**src/hdl/usbeds_pkg.sv**
```systemverilog
// Package for the USB endpoint descriptor scanner.
// Holds the transfer payload types, the match phase type and the descriptor codes.
// No dependencies.
package usbeds_pkg;

    localparam logic [7:0] DESC_TYPE_INTERFACE = 8'h04;
    localparam logic [7:0] DESC_TYPE_ENDPOINT  = 8'h05;
    localparam logic [7:0] DESC_TYPE_COMPANION = 8'h30;
    localparam logic [7:0] MIN_DESC_LENGTH     = 8'd2;
    localparam logic [7:0] MIN_IFC_LENGTH      = 8'd4;
    localparam logic [7:0] MIN_EP_LENGTH       = 8'd7;
    localparam logic [7:0] MIN_CMP_LENGTH      = 8'd6;
    localparam logic [1:0] XFER_TYPE_INTERRUPT = 2'b11;

    // Byte positions inside a descriptor.
    localparam logic [7:0] OFS_LENGTH  = 8'd0;
    localparam logic [7:0] OFS_TYPE    = 8'd1;
    localparam logic [7:0] OFS_BYTE2   = 8'd2;
    localparam logic [7:0] OFS_BYTE3   = 8'd3;
    localparam logic [7:0] OFS_BYTE4   = 8'd4;
    localparam logic [7:0] OFS_BYTE5   = 8'd5;
    localparam logic [7:0] OFS_BYTE6   = 8'd6;

    typedef enum logic [1:0] {
        PH_SEARCH    = 2'd0,
        PH_COMPANION = 2'd1,
        PH_DONE      = 2'd2
    } t_phase;

    typedef struct packed {
        logic [7:0] data_byte;
        logic       last_byte;
    } t_in_item;

    typedef struct packed {
        logic        found;
        logic        is_interrupt;
        logic [7:0]  poll_interval;
        logic        ifc_present;
        logic [7:0]  ifc_number;
        logic [7:0]  ifc_alt;
        logic        cmp_present;
        logic [7:0]  cmp_burst;
        logic [15:0] cmp_bytes;
    } t_out_item;

endpackage

```
**src/hdl/usb_endpoint_descriptor_scanner_top.sv**
```systemverilog
// Top level of the USB endpoint descriptor scanner.
// Walks a configuration descriptor blob byte by byte; depends on usbeds_pkg.
//
//   channel | direction | handshake           | payload
//   in      | input     | i_in_valid/o_in_stall   | i_in_data  (t_in_item)
//   out     | output    | o_out_valid/i_out_stall | o_out_data (t_out_item)
//   cfg     | input     | i_cfg_valid/o_cfg_ready | i_cfg_data (endpoint address)
//
// One byte is taken per cycle; each byte passes through one level of compare and
// select logic into the parse registers. The result of a blob appears in the output
// register on the cycle after its last byte is taken. Input stalls only while a result
// sits in the output register and the output side stalls. Reset is synchronous and
// clears the parse state, the output valid flag and the endpoint address.
module usb_endpoint_descriptor_scanner_top (
    input  logic                 i_clk,
    input  logic                 i_rst_n,
    input  logic                 i_in_valid,
    output logic                 o_in_stall,
    input  usbeds_pkg::t_in_item i_in_data,
    output logic                 o_out_valid,
    input  logic                 i_out_stall,
    output usbeds_pkg::t_out_item o_out_data,
    input  logic                 i_cfg_valid,
    output logic                 o_cfg_ready,
    input  logic [7:0]           i_cfg_data
);
    import usbeds_pkg::*;

    logic [7:0] r_ep_addr;
    logic [7:0] r_offset, n_offset;
    logic [7:0] r_length, n_length;
    logic [7:0] r_type, n_type;
    logic [7:0] r_cap0, n_cap0;
    logic [7:0] r_cap1, n_cap1;
    logic [7:0] r_cap2, n_cap2;
    logic       r_ifc_valid, n_ifc_valid;
    logic [7:0] r_ifc_num, n_ifc_num;
    logic [7:0] r_ifc_alt, n_ifc_alt;
    logic       r_halted, n_halted;
    t_phase     r_phase, n_phase;
    t_out_item  r_hold, n_hold;
    t_out_item  w_result;
    logic       r_out_valid;
    t_out_item  r_out_data;

    logic w_accept;
    logic w_ep_hit;
    logic w_cmp_end;
    logic w_desc_done;

    assign o_in_stall  = r_out_valid & i_out_stall;
    assign w_accept    = i_in_valid & ~o_in_stall;
    assign o_cfg_ready = 1'b1;
    assign o_out_valid = r_out_valid;
    assign o_out_data  = r_out_data;

    // Parse datapath.
    always_comb begin
        n_offset    = r_offset;
        n_length    = r_length;
        n_type      = r_type;
        n_cap0      = r_cap0;
        n_cap1      = r_cap1;
        n_cap2      = r_cap2;
        n_ifc_valid = r_ifc_valid;
        n_ifc_num   = r_ifc_num;
        n_ifc_alt   = r_ifc_alt;
        n_halted    = r_halted;
        w_result    = r_hold;
        w_ep_hit    = 1'b0;
        w_cmp_end   = 1'b0;
        w_desc_done = 1'b0;

        if (w_accept && r_phase == PH_SEARCH && !r_halted) begin
            unique case (r_offset)
                OFS_LENGTH: begin
                    if (i_in_data.data_byte < MIN_DESC_LENGTH) begin
                        n_halted = 1'b1;
                    end else begin
                        n_length = i_in_data.data_byte;
                    end
                end
                OFS_TYPE:  n_type = i_in_data.data_byte;
                OFS_BYTE2: n_cap0 = i_in_data.data_byte;
                OFS_BYTE3: n_cap1 = i_in_data.data_byte;
                OFS_BYTE6: n_cap2 = i_in_data.data_byte;
                default:   ;
            endcase
            if (!(r_offset == OFS_LENGTH && i_in_data.data_byte < MIN_DESC_LENGTH)) begin
                if (r_offset != OFS_LENGTH && r_offset == r_length - 8'd1) begin
                    n_offset    = '0;
                    w_desc_done = 1'b1;
                end else begin
                    n_offset = r_offset + 8'd1;
                end
            end
            if (w_desc_done) begin
                // The endpoint takes the interface context from before this descriptor.
                if (n_type == DESC_TYPE_ENDPOINT && n_length >= MIN_EP_LENGTH
                        && n_cap0 == r_ep_addr) begin
                    w_ep_hit               = 1'b1;
                    w_result               = '0;
                    w_result.found         = 1'b1;
                    w_result.is_interrupt  = (n_cap1[1:0] == XFER_TYPE_INTERRUPT);
                    w_result.poll_interval = n_cap2;
                    w_result.ifc_present   = r_ifc_valid;
                    w_result.ifc_number    = r_ifc_num;
                    w_result.ifc_alt       = r_ifc_alt;
                end
                if (n_type == DESC_TYPE_INTERFACE && n_length >= MIN_IFC_LENGTH) begin
                    n_ifc_valid = 1'b1;
                    n_ifc_num   = n_cap0;
                    n_ifc_alt   = n_cap1;
                end
            end
        end else if (w_accept && r_phase == PH_COMPANION) begin
            unique case (r_offset)
                OFS_LENGTH: n_length = i_in_data.data_byte;
                OFS_TYPE:   n_type   = i_in_data.data_byte;
                OFS_BYTE2:  n_cap0   = i_in_data.data_byte;
                OFS_BYTE4:  n_cap1   = i_in_data.data_byte;
                OFS_BYTE5: begin
                    w_cmp_end = 1'b1;
                    if (r_length >= MIN_CMP_LENGTH && r_type == DESC_TYPE_COMPANION) begin
                        w_result.cmp_present = 1'b1;
                        w_result.cmp_burst   = r_cap0;
                        w_result.cmp_bytes   = {i_in_data.data_byte, r_cap1};
                    end
                end
                default: ;
            endcase
            n_offset = r_offset + 8'd1;
        end

        n_hold = w_result;

        // A finished blob returns the parser to its reset state.
        if (w_accept && i_in_data.last_byte) begin
            n_offset    = '0;
            n_length    = '0;
            n_type      = '0;
            n_cap0      = '0;
            n_cap1      = '0;
            n_cap2      = '0;
            n_ifc_valid = 1'b0;
            n_ifc_num   = '0;
            n_ifc_alt   = '0;
            n_halted    = 1'b0;
            n_hold      = '0;
        end
    end

    // Match phase next state.
    always_comb begin
        n_phase = r_phase;
        if (w_accept && i_in_data.last_byte) begin
            n_phase = PH_SEARCH;
        end else if (w_ep_hit) begin
            n_phase = PH_COMPANION;
        end else if (w_cmp_end) begin
            n_phase = PH_DONE;
        end
    end

    always_ff @(posedge i_clk) begin
        if (!i_rst_n) begin
            r_ep_addr   <= '0;
            r_offset    <= '0;
            r_length    <= '0;
            r_type      <= '0;
            r_cap0      <= '0;
            r_cap1      <= '0;
            r_cap2      <= '0;
            r_ifc_valid <= 1'b0;
            r_ifc_num   <= '0;
            r_ifc_alt   <= '0;
            r_halted    <= 1'b0;
            r_phase     <= PH_SEARCH;
            r_hold      <= '0;
            r_out_valid <= 1'b0;
        end else begin
            if (i_cfg_valid && o_cfg_ready) begin
                r_ep_addr <= i_cfg_data;
            end
            r_offset    <= n_offset;
            r_length    <= n_length;
            r_type      <= n_type;
            r_cap0      <= n_cap0;
            r_cap1      <= n_cap1;
            r_cap2      <= n_cap2;
            r_ifc_valid <= n_ifc_valid;
            r_ifc_num   <= n_ifc_num;
            r_ifc_alt   <= n_ifc_alt;
            r_halted    <= n_halted;
            r_phase     <= n_phase;
            r_hold      <= n_hold;
            if (w_accept && i_in_data.last_byte) begin
                r_out_valid <= 1'b1;
            end else if (!i_out_stall) begin
                r_out_valid <= 1'b0;
            end
        end
    end

    // The result register holds its contents while the output transfer is stalled.
    always_ff @(posedge i_clk) begin
        if (w_accept && i_in_data.last_byte) begin
            r_out_data <= w_result;
        end
    end

endmodule
```
**config.mk**
```make
export PLATFORM = sky130hd
export DESIGN_NAME = usb_endpoint_descriptor_scanner_top
export DESIGN_NICKNAME = d
export VERILOG_FILES = /design/src/hdl/usbeds_pkg.sv /design/src/hdl/usb_endpoint_descriptor_scanner_top.sv
export SDC_FILE = /design/constraint.sdc
export NUM_CORES = 1
export LEC_CHECK = 0
export ABC_AREA = 0
export BUFFER_PORTS_ARGS = -buffer_cell sky130_fd_sc_hd__buf_4
export CELL_PAD_IN_SITES_DETAIL_PLACEMENT = 0
export CELL_PAD_IN_SITES_GLOBAL_PLACEMENT = 1
export CORE_ASPECT_RATIO = 0.75
export CORE_UTILIZATION = 44
export DETAILED_ROUTE_END_ITERATION = 12
export GPL_TIMING_DRIVEN = 0
export PLACE_DENSITY_LB_ADDON = 0.1
export SYNTH_ARGS = -nofsm -noshare
export SYNTH_HDL_FRONTEND = slang
export SYNTH_SLANG_ARGS = --single-unit
```
**constraint.sdc**
```tcl
create_clock -name i_clk -period 3.6 [get_ports i_clk]
set_input_delay 0.18 -clock i_clk [delete_from_list [all_inputs] [get_ports i_clk]]
set_output_delay 0.18 -clock i_clk [all_outputs]
set_load 0.01 [all_outputs]
```
==> reports/metrics.yaml <==
run_status: "finished, violations left"
violations: "negative hold slack"
drv_cap: 0
synthArstFlopShare_pct: 0
netlist.top_cell.by_area: "dfxtp_1"
layout.area.seq_um2: 4140
die_area_um2: 19000
io-pin-count: 77
yosys_warnings: 0
finClkSkew_ns: 0.00980
required_ns: 3.78
grt_max_degree: 49
syn_to_final_growth_pct: 18.7
die_w_um: 159
via_per_inst: 5.48
setup_tns_ns: 0
worst_slew_pin_slew_ns: 1.34
wl_per_cell_um: 18.7
numCtsBuffers: 17
final_area_um2: 9630
drt-pass1-iter-count: 5
clk_latency_ns: 0.44
dieHeight_um: 120
syn-cell-area_um2: 8110
synth_compound_area_share_pct: 9.29
grtUsageTotal_pct: 23.1
cp_data_arrival_time_ns: 3.69
yosys-top-cells-area: "dfxtp_1, edfxtp_1, mux2i_1"
top_layer: "met4"
grt_pass1_wl_mm: 33.9
clock_sink_count: 181
synthAdderAreaFrac_pct: 0.926
holdWs_ns: -0.00100
synthMostInstantiatedCell: "dfxtp_1"
powerDensity_nw_per_um2: 459
multi_input_area_um2: 3640
synthFlopType: "dfxtp_1"
synth_top_family_by_area: "simple AND/OR/NAND/NOR gates"
row_count: 42
worst_ir_drop_vdd_mv: 0.277
grt.overflow.total: 0
portBuffers: 72
start_util_pct: 45.5
pre_cts_ws_ns: -0.269
h-tree-depth: 4
antenna_left: 0
coreArea_um2: 17800
drcViolationCount: 0
drt-total-wl_mm: 21.2
fin_ws_ns: 0.0863
clk_pin_slew_ns: 0.07
placed_cell_area_um2: 8970
via_count: 6212
syn-num-nets: 812
nFillCells: 1602
synth_area_per_cell_um2: 10.3
place_congestion: 0.890
synth_cell_types: 70
drt_iter0_drc: 421
ys_seq_elements: 181
synth_xor_area_share_pct: 2.05
grt_pass1_vias: 6173
cp_max_fo: 10
antenna_found_initial: 0
period_share_pct: 97.6
synth_edf_count: 52
synth_top_area_share_pct: 31.8
synth_mux_area_share_pct: 15.3
m1WireLength_mm: 10.8
met2_wirelength_mm: 9.20
slew_headroom_pct: 9.73
cts_root_buffer: "clkbuf_16"
cts.path.max_buffers: 2
clock.fmax_mhz: 285
min_period_ns: 3.51
synth_common_cells: "dfxtp_1, nand2_1, mux2i_1, nor2_1, edfxtp_1"
drv_slew: 0
antenna_cells: 0
post-dp-hpwl_mm: 15.6
hold_viol_final: 1
cp-start-kind: "register"
ys_seq_area_share_pct: 51.1
worstSetupPathType: "reg2reg"
cts_tree: "yes"
synth-simple-area-share_pct: 17.0
setup_viol: 0
critPathCaptureType: "register"
leakagePower_nw: 3.77
final_util_pct: 54.0
hold_path_class: "in2reg"
drive_above_1_share_pct: 17.7
synthCells: 784
fin_nets: 906
wl_met3_um: 991
cells by family (layout without fill, tap and decap cells):
| kind of cell | after synthesis | in the layout |
|---|---|---|
| AND/OR/NAND/NOR | 281 | 281 |
| flip-flops | 181 | 181 |
| multiplexers | 119 | 119 |
| AO/OA/AOI/OAI | 103 | 103 |
| buffers and inverters | 74 | 181 |
| XOR/XNOR | 19 | 19 |
| adder cells (fa/ha/maj) | 6 | 6 |
| other | 1 | 1 |
final cells by class:
cell class / instances / share of cell area [%]
buffer: 56 / 2.92
timing repair buffer: 77 / 6.16
tap: 242 / 3.15
sequential: 181 / 43.1
multi-input combinational: 529 / 37.8
clock inverter: 13 / 1.68
inverter: 16 / 0.624
clock buffer: 19 / 4.60
flip-flops by register name (all words and copies together) (netlist names):
register and cells:
o_out_data 52, r_hold 52, r_cap0 8, r_cap1 8
r_cap2 8, r_ep_addr 8, r_ifc_alt 8, r_ifc_num 8
r_length 8, r_offset 8, r_type 8, r_phase 2
o_out_valid 1, r_halted 1, r_ifc_valid 1
power by group:
group	total (mW)	switching (mW)	leakage [nW]	internal [mW]
clock network	1.92	0.857	0.300	1.07
registers	2.16	0.0321	1.55	2.13
logic	0.339	0.211	1.93	0.128
total	4.42	1.10	3.77	3.32
cells in the final DEF, fill, tap and decap left out, types with 14 or more instances in the layout:
cell type	netlist	final
dfxtp_1	129	129
nand2_1	95	95
mux2i_1	82	82
buf_4	5	81
nor2_1	69	69
edfxtp_1	52	52
clkbuf_1	36	36
nand3_1	32	32
nor3_1	27	27
a21oi_1	26	26
mux2_1	26	26
clkbuf_16	0	17
inv_1	16	15
o21ai_0	14	14
o211a_1	14	14
layer usage:
layer	GRT usage (%)	up-vias
met5	0	-
met4	7.04	0
li1	-	2983
met2	35.0	196
met1	33.6	3012
met3	3.91	21
timing repair:
| action | CTS | global route |
|---|---|---|
| setup endpoints to repair | 54 | 52 |
| resized for setup | 3 | 4 |
| setup buffers | 0 | 2 |
| endpoints found under the hold margin | 1 | 0 |
| hold buffers | 1 | 0 |
| pin swaps | 1 | 2 |
path summary, 6_finish.rpt:
check / startpoint / to / slack (ns) / depth (start not counted)
max: r_offset[5]$_SDFFE_PP0P_ / o_out_data[48]$_DFFE_PP_ / 0.09 / 10
min: i_cfg_data[1] / r_ep_addr[1]$_SDFFE_PN0P_ / -0.001 / 3
max reg2reg: r_offset[5]$_SDFFE_PP0P_ / o_out_data[48]$_DFFE_PP_ / 0.09 / 10
min reg2reg: r_hold[39]$_SDFF_PP0_ / r_hold[39]$_SDFF_PP0_ / 0.46 / 2
worst max-delay path, stage by stage, from the launching register on:
cell,delay [ns]
dfxtp_1,0.30
clkbuf_4,0.19
or4_4,0.51
or4b_4,0.53
buf_6,0.15
mux2i_2,0.21
a211o_1,0.31
nor4_4,0.27
buf_4,0.19
buf_4,0.22
mux2_1,0.38
metrics by stage:
step           total power [mW]  instances
6_report                   4.42       1133
5_1_grt                    4.57       1133
4_1_cts                    4.43       1132
3_5_place_dp               2.53       1099
3_3_place_gp               2.52       1098
2_1_floorplan              2.40        784
(Power assumes the default switching activity.)
